<file path="config.mk">
export PLATFORM = sky130hd
export DESIGN_NAME = target_byte_read_cache_top
export DESIGN_NICKNAME = d
export VERILOG_FILES = /design/src/design/tbrc_pkg.sv /design/src/design/tbrc_lane.sv /design/src/design/tbrc_merge.sv /design/src/design/target_byte_read_cache_top.sv
export SDC_FILE = /design/constraint.sdc
export NUM_CORES = 1
export LEC_CHECK = 0
export BUFFER_PORTS_ARGS = -buffer_cell sky130_fd_sc_hd__buf_2
export CAP_MARGIN = 20
export CORE_MARGIN = 10
export CORE_UTILIZATION = 30
export DETAILED_ROUTE_END_ITERATION = 6
export MAX_ROUTING_LAYER = met4
export SLEW_MARGIN = 20
export SYNTH_ARGS = -nofsm -noshare
export SYNTH_HDL_FRONTEND = slang
export SYNTH_SLANG_ARGS = --single-unit
export TNS_END_PERCENT = 10
</file>
<file path="constraint.sdc">
create_clock -name clk -period 22.6 [get_ports clk]
set_clock_uncertainty 0.2 [all_clocks]
set_input_delay 1.13 -clock clk [delete_from_list [all_inputs] [get_ports clk]]
set_output_delay 1.13 -clock clk [all_outputs]
set_load 0.05 [all_outputs]
</file>
<file path="src/design/tbrc_pkg.sv">
// shared codes and lane status type for the target byte read cache
package tbrc_pkg;

	localparam logic [1:0] FUNC_READ       = 2'd0;
	localparam logic [1:0] FUNC_WRITE      = 2'd1;
	localparam logic [1:0] FUNC_INVALIDATE = 2'd2;
	localparam logic [1:0] FUNC_ENABLE     = 2'd3;

	localparam logic [1:0] SIZE_BYTE = 2'd0;
	localparam logic [1:0] SIZE_WORD = 2'd1;

	// last byte offset within an access
	localparam logic [1:0] LAST_BYTE = 2'd0;
	localparam logic [1:0] LAST_WORD = 2'd1;
	localparam logic [1:0] LAST_LONG = 2'd3;

	typedef struct packed {
		logic       match;
		logic [7:0] data;
	} lane_hit_t;

endpackage

</file>
<file path="src/design/tbrc_lane.sv">
// one cache slot: stored address, byte and valid mark, with its tag comparator
module tbrc_lane #(
	parameter int ADDR_BITS = 32
) (
	input  logic                 clk,
	input  logic                 arst_n,
	input  logic                 clear,
	input  logic                 wr_en,
	input  logic [ADDR_BITS-1:0] wr_addr,
	input  logic [7:0]           wr_byte,
	input  logic [ADDR_BITS-1:0] cmp_addr,
	output tbrc_pkg::lane_hit_t  status
);

	logic                 valid_q;
	logic [ADDR_BITS-1:0] addr_q;
	logic [7:0]           byte_q;

	always_ff @(posedge clk or negedge arst_n) begin
		if (!arst_n) begin
			valid_q <= 1'b0;
		end else if (clear) begin
			valid_q <= 1'b0;
		end else if (wr_en) begin
			valid_q <= 1'b1;
		end
	end

	always_ff @(posedge clk) begin
		if (wr_en) begin
			addr_q <= wr_addr;
			byte_q <= wr_byte;
		end
	end

	assign status.match = valid_q && (addr_q == cmp_addr);
	assign status.data  = byte_q;

endmodule

</file>
<file path="src/design/tbrc_merge.sv">
// merges lane compare results into found flag, slot index and byte
module tbrc_merge #(
	parameter int ENTRIES = 16
) (
	input  tbrc_pkg::lane_hit_t          lanes [ENTRIES],
	output logic                         found,
	output logic [$clog2(ENTRIES)-1:0]   slot,
	output logic [7:0]                   data
);

	localparam int IDX_W = $clog2(ENTRIES);

	// at most one lane matches, so a plain or-merge is enough
	always_comb begin
		found = 1'b0;
		slot  = '0;
		data  = '0;
		for (int i = 0; i < ENTRIES; i++) begin
			if (lanes[i].match) begin
				found = 1'b1;
				slot  = slot | IDX_W'(i);
				data  = data | lanes[i].data;
			end
		end
	end

endmodule

</file>
<file path="src/design/target_byte_read_cache_top.sv">
// top level of the target byte read cache: sequencer, slot lanes and result register
//
//  channel | direction | handshake          | fields
//  --------+-----------+--------------------+---------------------------------------------
//  in      | input     | in_valid/in_stall  | func access_size address write_data target_data
//  out     | output    | out_valid/out_stall| read_data hit target_access
//
// one word is worked on at a time; the slot lookup steps through the bytes of the
// access one after another, all lanes compare in parallel against that byte's address.
// a read looks its bytes up in order and on a miss stores every byte from the first;
// a write updates its bytes; invalidate and enable go straight to the result.
// reset clears all valid marks, the replace pointer and the enable; slots are unknown.
// a finished result waits in the output register; the next word is taken meanwhile.
module target_byte_read_cache_top #(
	parameter int ENTRIES   = 16,
	parameter int ADDR_BITS = 32
) (
	input  logic        clk,
	input  logic        arst_n,
	input  logic        in_valid,
	output logic        in_stall,
	input  logic [1:0]  func,
	input  logic [1:0]  access_size,
	input  logic [31:0] address,
	input  logic [31:0] write_data,
	input  logic [31:0] target_data,
	output logic        out_valid,
	input  logic        out_stall,
	output logic [31:0] read_data,
	output logic        hit,
	output logic        target_access
);

	localparam int IDX_W = $clog2(ENTRIES);

	typedef enum logic [2:0] {
		ST_IDLE,
		ST_LOOK,
		ST_STORE,
		ST_DONE
	} state_t;

	state_t               state_q;
	logic [ADDR_BITS-1:0] base_q;
	logic [31:0]          data_q;
	logic [31:0]          acc_q;
	logic [1:0]           k_q;
	logic [1:0]           last_q;
	logic                 alloc_all_q;
	logic [IDX_W-1:0]     ptr_q;
	logic                 cache_on_q;
	logic [31:0]          res_data_q;
	logic                 res_hit_q;
	logic                 res_tacc_q;
	logic                 out_valid_q;
	logic [31:0]          read_data_q;
	logic                 hit_q;
	logic                 target_access_q;

	logic                 in_accept;
	logic [ADDR_BITS-1:0] cur_addr;
	logic [1:0]           sel;
	logic [7:0]           cur_byte;
	tbrc_pkg::lane_hit_t  lanes [ENTRIES];
	logic                 m_found;
	logic [IDX_W-1:0]     m_slot;
	logic [7:0]           m_data;
	logic                 found;
	logic                 store_en;
	logic [IDX_W-1:0]     wr_slot;
	logic                 clear_all;
	logic [31:0]          masked_tdata;
	logic [31:0]          next_acc;

	assign in_stall  = (state_q != ST_IDLE);
	assign in_accept = in_valid && !in_stall;

	assign cur_addr = base_q + ADDR_BITS'(k_q);
	assign sel      = last_q - k_q;
	assign cur_byte = data_q[{sel, 3'b000} +: 8];

	assign found    = cache_on_q && m_found;
	assign store_en = (state_q == ST_STORE) && cache_on_q && (alloc_all_q || found);
	assign wr_slot  = found ? m_slot : ptr_q;
	assign next_acc = {acc_q[23:0], m_data};

	assign clear_all = in_accept && (func == tbrc_pkg::FUNC_INVALIDATE);

	always_comb begin
		case (access_size)
			tbrc_pkg::SIZE_BYTE: masked_tdata = {24'b0, target_data[7:0]};
			tbrc_pkg::SIZE_WORD: masked_tdata = {16'b0, target_data[15:0]};
			default:             masked_tdata = target_data;
		endcase
	end

	for (genvar i = 0; i < ENTRIES; i++) begin : g_lane
		tbrc_lane #(
			.ADDR_BITS(ADDR_BITS)
		) u_lane (
			.clk     (clk),
			.arst_n  (arst_n),
			.clear   (clear_all),
			.wr_en   (store_en && (wr_slot == IDX_W'(i))),
			.wr_addr (cur_addr),
			.wr_byte (cur_byte),
			.cmp_addr(cur_addr),
			.status  (lanes[i])
		);
	end

	tbrc_merge #(
		.ENTRIES(ENTRIES)
	) u_merge (
		.lanes(lanes),
		.found(m_found),
		.slot (m_slot),
		.data (m_data)
	);

	always_ff @(posedge clk or negedge arst_n) begin
		if (!arst_n) begin
			state_q         <= ST_IDLE;
			base_q          <= '0;
			data_q          <= '0;
			acc_q           <= '0;
			k_q             <= '0;
			last_q          <= '0;
			alloc_all_q     <= 1'b0;
			ptr_q           <= '0;
			cache_on_q      <= 1'b0;
			res_data_q      <= '0;
			res_hit_q       <= 1'b0;
			res_tacc_q      <= 1'b0;
			out_valid_q     <= 1'b0;
			read_data_q     <= '0;
			hit_q           <= 1'b0;
			target_access_q <= 1'b0;
		end else begin
			// in the done state the output register is reloaded below instead
			if (out_valid_q && !out_stall && state_q != ST_DONE) begin
				out_valid_q <= 1'b0;
			end

			case (state_q)
				ST_IDLE: begin
					if (in_accept) begin
						base_q     <= address[ADDR_BITS-1:0];
						k_q        <= '0;
						acc_q      <= '0;
						res_data_q <= '0;
						res_hit_q  <= 1'b0;
						res_tacc_q <= 1'b0;
						case (access_size)
							tbrc_pkg::SIZE_BYTE: last_q <= tbrc_pkg::LAST_BYTE;
							tbrc_pkg::SIZE_WORD: last_q <= tbrc_pkg::LAST_WORD;
							default:             last_q <= tbrc_pkg::LAST_LONG;
						endcase
						case (func)
							tbrc_pkg::FUNC_READ: begin
								data_q  <= masked_tdata;
								state_q <= ST_LOOK;
							end
							tbrc_pkg::FUNC_WRITE: begin
								data_q      <= write_data;
								alloc_all_q <= !(access_size == tbrc_pkg::SIZE_BYTE ||
								                 access_size == tbrc_pkg::SIZE_WORD);
								res_tacc_q  <= 1'b1;
								state_q     <= ST_STORE;
							end
							tbrc_pkg::FUNC_INVALIDATE: begin
								cache_on_q <= 1'b0;
								state_q    <= ST_DONE;
							end
							default: begin
								cache_on_q <= 1'b1;
								state_q    <= ST_DONE;
							end
						endcase
					end
				end
				ST_LOOK: begin
					if (found) begin
						acc_q <= next_acc;
						if (k_q == last_q) begin
							res_data_q <= next_acc;
							res_hit_q  <= 1'b1;
							state_q    <= ST_DONE;
						end else begin
							k_q <= k_q + 2'd1;
						end
					end else begin
						// miss: return target data and, if the cache is on, fill every byte from the first
						res_data_q  <= data_q;
						res_tacc_q  <= 1'b1;
						alloc_all_q <= 1'b1;
						k_q         <= '0;
						state_q     <= ST_STORE;
					end
				end
				ST_STORE: begin
					if (store_en && !found) begin
						ptr_q <= (ptr_q == IDX_W'(ENTRIES - 1)) ? '0 : ptr_q + IDX_W'(1);
					end
					if (k_q == last_q) begin
						state_q <= ST_DONE;
					end else begin
						k_q <= k_q + 2'd1;
					end
				end
				ST_DONE: begin
					if (!out_valid_q || !out_stall) begin
						out_valid_q     <= 1'b1;
						read_data_q     <= res_data_q;
						hit_q           <= res_hit_q;
						target_access_q <= res_tacc_q;
						state_q         <= ST_IDLE;
					end
				end
				default: begin
					state_q <= ST_IDLE;
				end
			endcase
		end
	end

	assign out_valid     = out_valid_q;
	assign read_data     = read_data_q;
	assign hit           = hit_q;
	assign target_access = target_access_q;

endmodule

</file>
Word-level counts from Yosys, hierarchy flattened
Cells that the tools add are included.
{"block": "word_totals", "output_inout_bits": 36, "wordCells": 332, "in_bits": 104, "reg_bits": 826}
{"block": "op_classes", "shifts": 1, "n_mux": 115, "n_eq_ne": 47, "reduce_logical": 85, "addsub": 4, "n_bitwise": 16}
{"operator": "equality test 32 bit", "n": 16}
{"operator": "one-hot mux 32 bit (2 select lines)", "n": 3}
{"operator": "2-to-1 mux 8 bit", "n": 16}
{"operator": "bitwise OR 8 bit", "n": 15}
{"operator": "2-to-1 mux 32 bit", "n": 3}
{"operator": "2-to-1 mux 1 bit", "n": 60}
{"operator": "one-hot mux 24 bit (2 select lines)", "n": 1}
{"operator": "logical AND 1 bit", "n": 40}
{"operator": "2-to-1 mux 4 bit", "n": 10}
{"operator": "equality test 4 bit, second input constant", "n": 9}
{"operator": "nonzero test 2 bit", "n": 18}
{"operator": "adder 32 x 2 -> 32 bit", "n": 1}
{"operator": "indexed part select 32 x 6 -> 8 bit", "n": 1}
{"operator": "2-to-1 mux 24 bit", "n": 1}
{"operator": "2-to-1 mux 3 bit", "n": 8}
{"operator": "equality test 4 x 3 -> 1 bit, second input constant", "n": 4}
{"operator": "AND reduction 3 bit", "n": 5}
{"operator": "one-hot mux 3 bit (4 select lines)", "n": 1}
{"operator": "2-to-1 mux 2 bit", "n": 5}
{"operator": "!= test 2 bit, second input constant", "n": 5}
{"operator": "AND reduction 2 bit", "n": 5}
{"operator": "equality test 4 x 2 -> 1 bit, second input constant", "n": 2}
{"operator": "one-hot mux 1 bit (2 select lines)", "n": 4}
{"operator": "one-hot mux 2 bit (2 select lines)", "n": 2}
{"operator": "22 further kinds", "n": 33}

Logic depth before layout (Yosys ltp)
Gate-level depths: netlist of the first run.
{"block": "logic_depth", "word_depth": 37, "ltp_mapped": 22, "mapped_depth_nobuf": 15}

Hierarchy
Synthesis of the first run repeated with hierarchy kept, for this count alone.
{"block": "hier_totals", "cells_unflattened": 2321, "area_unflattened_um2": 34758.3}
{"mod": "tbrc_lane", "cells_per_inst": 91, "seq_area_each_um2": 1226.2, "area_per_inst_um2": 1602.8, "instances": 16}
{"mod": "target_byte_read_cache_top", "cells_per_inst": 761, "seq_area_each_um2": 4254.1, "area_per_inst_um2": 8320.5, "instances": 1}
{"mod": "tbrc_merge", "cells_per_inst": 104, "seq_area_each_um2": 0.0, "area_per_inst_um2": 793.3, "instances": 1}

Least setup slack after synthesis of the first run
Ideal clock, no wire load.
{"block": "synth_path", "path_type": "flip-flop to flip-flop", "from": "register k_q[0]", "to": "register g_lane[4].u_lane.addr_q[0], enable pin", "synth_period_minus_slack_ps": 7979, "setup_time_ps": 489, "required_ps": 21911, "path_buffers": 1, "path_stages_with_launch": 15, "slack_ps": 14621, "t_arrival_ps": 7289, "path_cell_list": "dfrtp_1 ha_1 fa_1 clkbuf_1 xor2_1 nor2_1 nand4_1 a2111o_1 or4_1 or4_1 nor4_2 a2111oi_0 a41oi_2 mux2_2 nor3_1"}
{"block": "synth_via", "elab_chain_cells": 23, "elab_cells_between_ends": 70, "classes_between": "add/sub: 1; eq/ne: 17; mux: 32; reduce/logical: 20"}
{"element": "from (decl)", "line": "target_byte_read_cache_top.sv:47", "text": "logic [1:0] k_q;"}
{"element": "from (signal assigned)", "line": "target_byte_read_cache_top.sv:190", "text": "k_q <= k_q + 2'd1;"}
{"element": "from (signal assigned)", "line": "target_byte_read_cache_top.sv:208", "text": "k_q <= k_q + 2'd1;"}
{"element": "adder 32 x 2 -> 32 bit *", "line": "target_byte_read_cache_top.sv:78", "text": "assign cur_addr = base_q + ADDR_BITS'(k_q);"}
{"element": "named net cur_addr[1]", "line": "target_byte_read_cache_top.sv:61", "text": "logic [ADDR_BITS-1:0] cur_addr;"}
{"element": "equality test 32 bit", "line": "tbrc_lane.sv:36", "text": "assign status.match = valid_q && (addr_q == cmp_addr);"}
{"element": "logical AND 1 bit", "line": "tbrc_lane.sv:36"}
{"element": "2-to-1 mux 1 bit (16 in series)", "line": "tbrc_merge.sv:19", "text": "if (lanes[i].match) begin"}
{"element": "logical AND 1 bit", "line": "target_byte_read_cache_top.sv:82", "text": "assign found = cache_on_q && m_found;"}
{"element": "2-to-1 mux 4 bit or logical OR 1 bit (tied branches)", "line": "target_byte_read_cache_top.sv:84, target_byte_read_cache_top.sv:83"}
{"element": "equality test 4 x 3 -> 1 bit or logical AND 1 bit (tied branches)", "line": "target_byte_read_cache_top.sv:104, target_byte_read_cache_top.sv:83"}
{"element": "logical AND 1 bit *", "line": "target_byte_read_cache_top.sv:104", "text": ".wr_en (store_en && (wr_slot == IDX_W'(i))),"}
{"element": "named net g_lane[4].u_lane.wr_en", "line": "tbrc_lane.sv:8", "text": "input logic wr_en,"}
{"element": "to (signal assigned)", "line": "tbrc_lane.sv:31", "text": "addr_q <= wr_addr;"}
{"element": "to (decl)", "line": "tbrc_lane.sv:16", "text": "logic [ADDR_BITS-1:0] addr_q;"}
Mark *: on every way through the listed nets, which the timed path passes. The rest lies on a longest branch.
A chain may end at the register's enable or synchronous reset.

Final worst setup path of the first run
{"block": "layout_path", "from": "register base_q[16]", "to": "register g_lane[6].u_lane.addr_q[18], enable pin"}
{"block": "layout_via", "elab_chain_cells": 23, "elab_cells_between_ends": 70, "classes_between": "add/sub: 1; eq/ne: 17; mux: 32; reduce/logical: 20"}
{"element": "from (decl)", "line": "target_byte_read_cache_top.sv:44", "text": "logic [ADDR_BITS-1:0] base_q;"}
{"element": "from (signal assigned)", "line": "target_byte_read_cache_top.sv:148", "text": "base_q <= address[ADDR_BITS-1:0];"}
{"element": "adder 32 x 2 -> 32 bit *", "line": "target_byte_read_cache_top.sv:78"}
{"element": "equality test 32 bit", "line": "tbrc_lane.sv:36"}
{"element": "logical AND 1 bit", "line": "tbrc_lane.sv:36"}
{"element": "2-to-1 mux 1 bit (16 in series)", "line": "tbrc_merge.sv:19"}
{"element": "logical AND 1 bit", "line": "target_byte_read_cache_top.sv:82"}
{"element": "2-to-1 mux 4 bit or logical OR 1 bit (tied branches)", "line": "target_byte_read_cache_top.sv:84, target_byte_read_cache_top.sv:83"}
{"element": "equality test 4 x 3 -> 1 bit or logical AND 1 bit (tied branches)", "line": "target_byte_read_cache_top.sv:104, target_byte_read_cache_top.sv:83"}
{"element": "logical AND 1 bit *", "line": "target_byte_read_cache_top.sv:104"}
{"element": "named net g_lane[6].u_lane.wr_en", "line": "tbrc_lane.sv:8"}
{"element": "to (signal assigned)", "line": "tbrc_lane.sv:31"}
{"element": "to (decl)", "line": "tbrc_lane.sv:16"}
Marks and branches as above.

==> results.json, run 1 <==
{
  "path_cells": "buf_4 -> buf_4 -> nand4_2 -> buf_4 -> nor2_1 -> nand3_1 -> and3_1 -> or4_1 -> or4_1 -> nor4_1 -> nor4_1 -> nand2_1 -> a31oi_1 -> a211oi_4 -> buf_4",
  "post-synth-top-area-cell": "edfxtp_1",
  "fp.dieH_um": 399,
  "syn_avg_cell_area_um2": 12.0,
  "h-tree-depth": 3,
  "required_ps": 22720,
  "syn_nets": 3690,
  "nFillCells": 13989,
  "yosys-top-cells-count": "640 x edfxtp_1, 282 x xnor2_1, 268 x nand2_1",
  "finalCritPeriodShare_pct": 40.8,
  "drv_slew": 0,
  "ys_seq_area_share_pct": 55.5,
  "syn-instance-count": 3581,
  "cts-buffers-inserted": 96,
  "placedCellCount": 5558,
  "r2r_slack_ps": 13390,
  "seqCellArea_um2": 23900,
  "crit_fanout": 33,
  "start_util_pct": 30.3,
  "multi_input_area_um2": 18300,
  "ant_nets": 0,
  "ys_ff_latch": 826,
  "path_delay_family": "simple AND/OR/NAND/NOR gates",
  "power.total_mw": 5.94,
  "fin_util_pct": 35.4,
  "startpoint_type": "flip-flop",
  "synth-main-ff-cell": "edfxtp_1",
  "via_per_inst": 6.38,
  "slew_headroom_pct": 11.1,
  "ctsResizeCount": 0,
  "drc": 0,
  "first_pass_iters": 6,
  "ir_worst_vdd_mv": 0.0898,
  "crit_buf_inv": 4,
  "avgRoutedWirePerCell_um": 43.7,
  "cts_tree": "built",
  "crit_path_end_kind": "flip-flop",
  "syn_to_final_growth_pct": 16.7,
  "clock_path_buffers": 3,
  "synth_edf_count": 640,
  "tns_ps": 0,
  "fmax_mhz": 109,
  "reg2regPathDepth": 15,
  "slowest_delay_ps": 960,
  "numPortBuffers": 139,
  "finalSetupViolations": 0,
  "synth_top_cell_area_share_pct": 44.7,
  "regToRegEndpoint": "g_lane[6].u_lane.addr_q[18]",
  "worstPathArrival_ps": 9330,
  "grt_antenna_before_repair": 35,
  "p_per_area_nw_per_um2": 118,
  "core.rowCount": 138,
  "rsz0062_at_grt": "false",
  "grt_usage_pct": 31.5,
  "crit_path_frequent_cell": "buf_4",
  "crit_type": "reg2reg",
  "dieArea_um2": 159000,
  "cts_hold_buf": 0,
  "r2r_start": "base_q[16]",
  "cp.depth": 15,
  "grt_pass1_vias": 33708,
  "place.gp.congestion": 1.10,
  "pre_cts_slack_ps": 13940,
  "drive_gt1_share_pct": 17.2,
  "nets": 3876,
  "num_vias": 36798,
  "drtIter0Drc": 6693,
  "min_path_type": "in2async",
  "grt_pass1_wl_mm": 329,
  "synth_area_um2": 43000,
  "grt-ovfl-total": 0,
  "slowest_stage": "nand3_1",
  "final.min_clock_period_ps": 9210,
  "hold_violations": 0,
  "clock_sinks": 826,
  "ioPinCount": 140,
  "setup_ws_ps": 13390,
  "synth_area_leaders": "edfxtp_1 45%, dfrtp_1 11%, xnor2_1 5.7%",
  "clk_latency_ps": 780,
  "post-synth-top-count-cell": "edfxtp_1",
  "root_buffer": "clkbuf_16",
  "core_area_um2": 142000,
  "die_x_um": 399,
  "synth.distinct_cells": 110,
  "fin_cells": 5769,
  "maxCapViolations": 0,
  "grt_max_degree": 94,
  "postCtsSetupBuffers": 0,
  "path_clk_slew_ps": 60,
  "dp_hpwl_mm": 184,
  "status": "finished, final reports clean",
  "p_leak_nw": 17.7,
  "async_flop_share_pct": 22.5,
  "routed_wirelength_mm": 252,
  "worst_pin_slew_ps": 1320,
  "ys_warn_count": 0
}
## cell families (layout without fill, tap and decap cells)
kind of cell,after synthesis,after routing,synth area share [%]
simple gates,1130,1130,14.7
flops,826,826,55.5
compound gates,794,794,13.3
xor+xnor,433,433,10.9
buf+inv,299,568,2.99
mux,93,93,2.52
fa+ha+maj,5,5,0.163
other cells,1,30,0.00872
## report_power, final
part / internal (mW) / total, mW / switching (mW) / leakage, nW
Combinational: 0.581 / 2.28 / 1.70 / 7.87
Clock: 0.929 / 1.64 / 0.708 / 1.60
Sequential: 1.93 / 2.03 / 0.0999 / 8.26
Total: 3.44 / 5.94 / 2.50 / 17.7
## how the worst max path moves through the flow
stage                from                          end  slack [ps]
2_1_floorplan      k_q[0]   g_lane[4].u_lane.addr_q[0]       14620
3_3_place_gp   base_q[16]  g_lane[6].u_lane.addr_q[28]       13620
3_5_place_dp   base_q[16]   g_lane[6].u_lane.addr_q[5]       13940
4_1_cts        base_q[16]  g_lane[6].u_lane.addr_q[18]       13900
5_1_grt        base_q[16]  g_lane[6].u_lane.addr_q[18]       13550
6_report       base_q[16]  g_lane[6].u_lane.addr_q[18]       13390
## metrics by stage
stage | hold slack (ps) | cell area, um2
after global placement | 260 | 46700
after floorplan | 245 | 43000
after global routing | 289 | 50200
after detailed placement | 266 | 46800
after CTS | 231 | 50100
final | 230 | 50200
## state kept, by name, indices dropped and copies added, names as in the netlist
name and count:
state_q 3, last_q 2, data_q 32, out_valid 1, cache_on_q 1, res_hit_q 1
res_tacc_q 1, alloc_all_q 1, target_access 1, base_q 32, res_data_q 32, ptr_q 4
g_lane.u_lane.valid_q 16, acc_q 24, hit 1, g_lane.u_lane.addr_q 512, k_q 2, g_lane.u_lane.byte_q 128
read_data 32
## placed cells by master, fill, tap and decap left out, types with 74 or more instances in the layout
cell type,count
nand4_1,74
dfrtp_1,182
buf_4,178
nor3_1,79
nor2_1,133
buf_2,140
nand2_1,266
clkbuf_16,98
xor2_1,86
xnor2_1,281
a21oi_1,110
edfxtp_1,640
o21ai_0,152
nand3_1,141
## final cells by class
class | count | share of cell area (%)
sequential | 826 | 47.6
multi-input combinational | 2456 | 36.4
clock buffer | 127 | 5.38
tap | 1890 | 4.71
timing repair buffer | 321 | 4.13
clock inverter | 54 | 1.18
inverter | 66 | 0.494
antenna | 29 | 0.145
## metal layers
metal  routed length (um)  vias to the layer above  global-route usage [%]
li1                     -                    14278                       -
met1               102000                    18873                    41.5
met2               103000                     3023                    43.1
met3                30200                      624                    8.82
met4                17000                        0                    17.8
met5                    0                        -                       -
No activity file was read; power rests on OpenSTA's default activity.
==> run 2: changes to the inputs <==
Clock period 22.6 ns to 7.8 ns, I/O delays scaled along.
==> run 2 against run 1 <==
Net effect:
- worst setup slack worse by 13000 ps
- critical path depth stayed put
- highest routed layer unchanged
- sequential share of layout area is 3.4 points lower
- cell area is 7.7% higher
- power grew to 3.0 times the previous value
- sequential power grew to 3.0 times the previous value
- wire length is 11% higher
- largest power group unchanged
- count of clock-buffer cells in the layout is 10 higher
- combinational power grew to 3.1 times the previous value
- die area stayed put
==> results.json, run 2 (synthesized netlist as in run 1, its figures left out) <==
{
  "status": "finished, final reports clean",
  "hold_slack_ps": 74.8,
  "worstPathArrival_ps": 7600,
  "p_leak_nw": 19.8,
  "nFillCells": 13801,
  "drv_slew": 0,
  "crit_type": "reg2reg",
  "finalSetupViolations": 0,
  "p_switching_mw": 7.69,
  "fmax_mhz": 136,
  "drtIter0Drc": 6616,
  "cts-buffers-inserted": 100,
  "first_pass_iters": 6,
  "die_x_um": 399,
  "largest-register": "g_lane.u_lane.addr_q",
  "multi_input_area_um2": 18200,
  "worst_pin_slew_ps": 1250,
  "core_area_um2": 142000,
  "grt_pass1_vias": 35376,
  "cts_tree": "built",
  "path_clk_slew_ps": 60,
  "postCtsSetupBuffers": 0,
  "p_comb_share_pct": 39.0,
  "numPortBuffers": 139,
  "nets": 4281,
  "final_cell_mix": "640 x edfxtp_1, 432 x buf_4, 278 x xnor2_1",
  "drc": 0,
  "placement.cell_area_um2": 49600,
  "ant_nets": 0,
  "final.min_clock_period_ps": 7370,
  "grt-ovfl-total": 0,
  "p_clk_share_pct": 27.0,
  "cts_hold_buf": 101,
  "routed_wirelength_mm": 278,
  "start_util_pct": 30.3,
  "syn_to_final_growth_pct": 25.7,
  "largestRegisters": "g_lane.u_lane.addr_q (512), g_lane.u_lane.byte_q (128)",
  "ioPinCount": 140,
  "largest_reg_flops": 512,
  "clock_path_buffers": 3,
  "finalCritPeriodShare_pct": 94.5,
  "avgRoutedWirePerCell_um": 45.1,
  "fin_util_pct": 38.1,
  "core.rowCount": 138,
  "grt_usage_pct": 35.0,
  "num_vias": 38396,
  "final_common_cell": "edfxtp_1",
  "crit_path_end_kind": "flip-flop",
  "dieArea_um2": 159000,
  "clock_sinks": 826,
  "ctsResizeCount": 0,
  "place.gp.congestion": 1.13,
  "root_buffer": "clkbuf_16",
  "clk_latency_ps": 810,
  "power.internal_mw": 10.3,
  "dp_hpwl_mm": 215,
  "seq_power_share_pct": 33.9,
  "grt_antenna_before_repair": 38,
  "grt_max_degree": 116,
  "final_area_um2": 54100,
  "maxCapViolations": 0,
  "seqCellArea_um2": 23900,
  "grt_pass1_wl_mm": 359,
  "via_per_inst": 6.22,
  "min_path_type": "in2async",
  "p_per_area_nw_per_um2": 334,
  "crit_fanout": 17,
  "slew_headroom_pct": 16.7,
  "rsz0062_at_grt": "false",
  "startpoint_type": "flip-flop",
  "fp.dieH_um": 399,
  "h-tree-depth": 3,
  "drive_gt1_share_pct": 22.2,
  "hold_violations": 0,
  "required_ps": 8040,
  "p_sw_share_pct": 42.7,
  "ir_worst_vdd_mv": 0.230
}
run 2: cell count changes in the layout (fill, tap and decap cells not counted), sizes merged:
| cell | before | now |
|---|---|---|
| buf | 321 | 621 |
| dlygate4sd3 | 0 | 101 |
| clkbuf | 127 | 137 |
| clkinv | 41 | 35 |
| diode | 29 | 26 |
| bufinv | 7 | 8 |
| inv | 66 | 67 |
run 2: worst max-delay path: stages, from the launching register on:
cell and delay (ps):
dfrtp_1 950, and4_1 820, nand4_1 200, buf_4 280, mux2i_1 280, a2111oi_1 1020, buf_4 340, nand4_1 140
nor4_1 850, and4_1 390, or4_1 160, o21ai_1 90, buf_4 180, nor4b_1 380, o21ba_4 480, buf_12 230
run 2: layer usage:
metal / vias to the layer above / wire (um) / track usage [%]
met2: 2928 / 113000 / 47.6
li1: 15088 / - / -
met3: 553 / 33300 / 10.7
met4: 0 / 16900 / 17.7
met5: - / 0 / -
met1: 19827 / 115000 / 46.5
run 2: worst paths after layout:
kind | depth (start not counted) | slack, ps | from | to
min | 2 | 70 | arst_n | g_lane[0].u_lane.valid_q
max | 15 | 430 | base_q[6] | g_lane[3].u_lane.byte_q[2]
max reg2reg | 15 | 430 | base_q[6] | g_lane[3].u_lane.byte_q[2]
max in group asynchronous | 3 | 5780 | arst_n | base_q[17]
min reg2reg | 2 | 270 | res_data_q[22] | res_data_q[22]
min in group clk | 3 | 90 | address[11] | base_q[11]
run 2: layout make-up:
type	instances	share of cell area, %
flip-flops and latches	826	44.2
multi-input cells	2456	33.7
repair buffers	722	11.0
clock buffers	137	5.09
well taps	1890	4.37
clock inverters	50	1.10
inverters	66	0.458
diodes	26	0.120
run 2: stage by stage:
stage	TNS, ps	power, mW	instances	setup WS [ps]
finish	0	18.0	6173	433
global route	0	18.2	6163	494
CTS	0	17.7	6147	666
detailed placement	0	12.8	5859	736
global placement	0	12.9	5858	571
floorplan	-10970	8.94	3581	-91.6
run 2: power groups by stage:
stage	Clock [mW]	Combinational, mW	Sequential (mW)
after floorplan	0	3.05	5.89
after global placement	0	6.71	6.18
after detailed placement	0	6.67	6.17
after CTS	4.92	6.74	6.09
after global routing	5.08	7.04	6.13
final	4.87	7.04	6.12
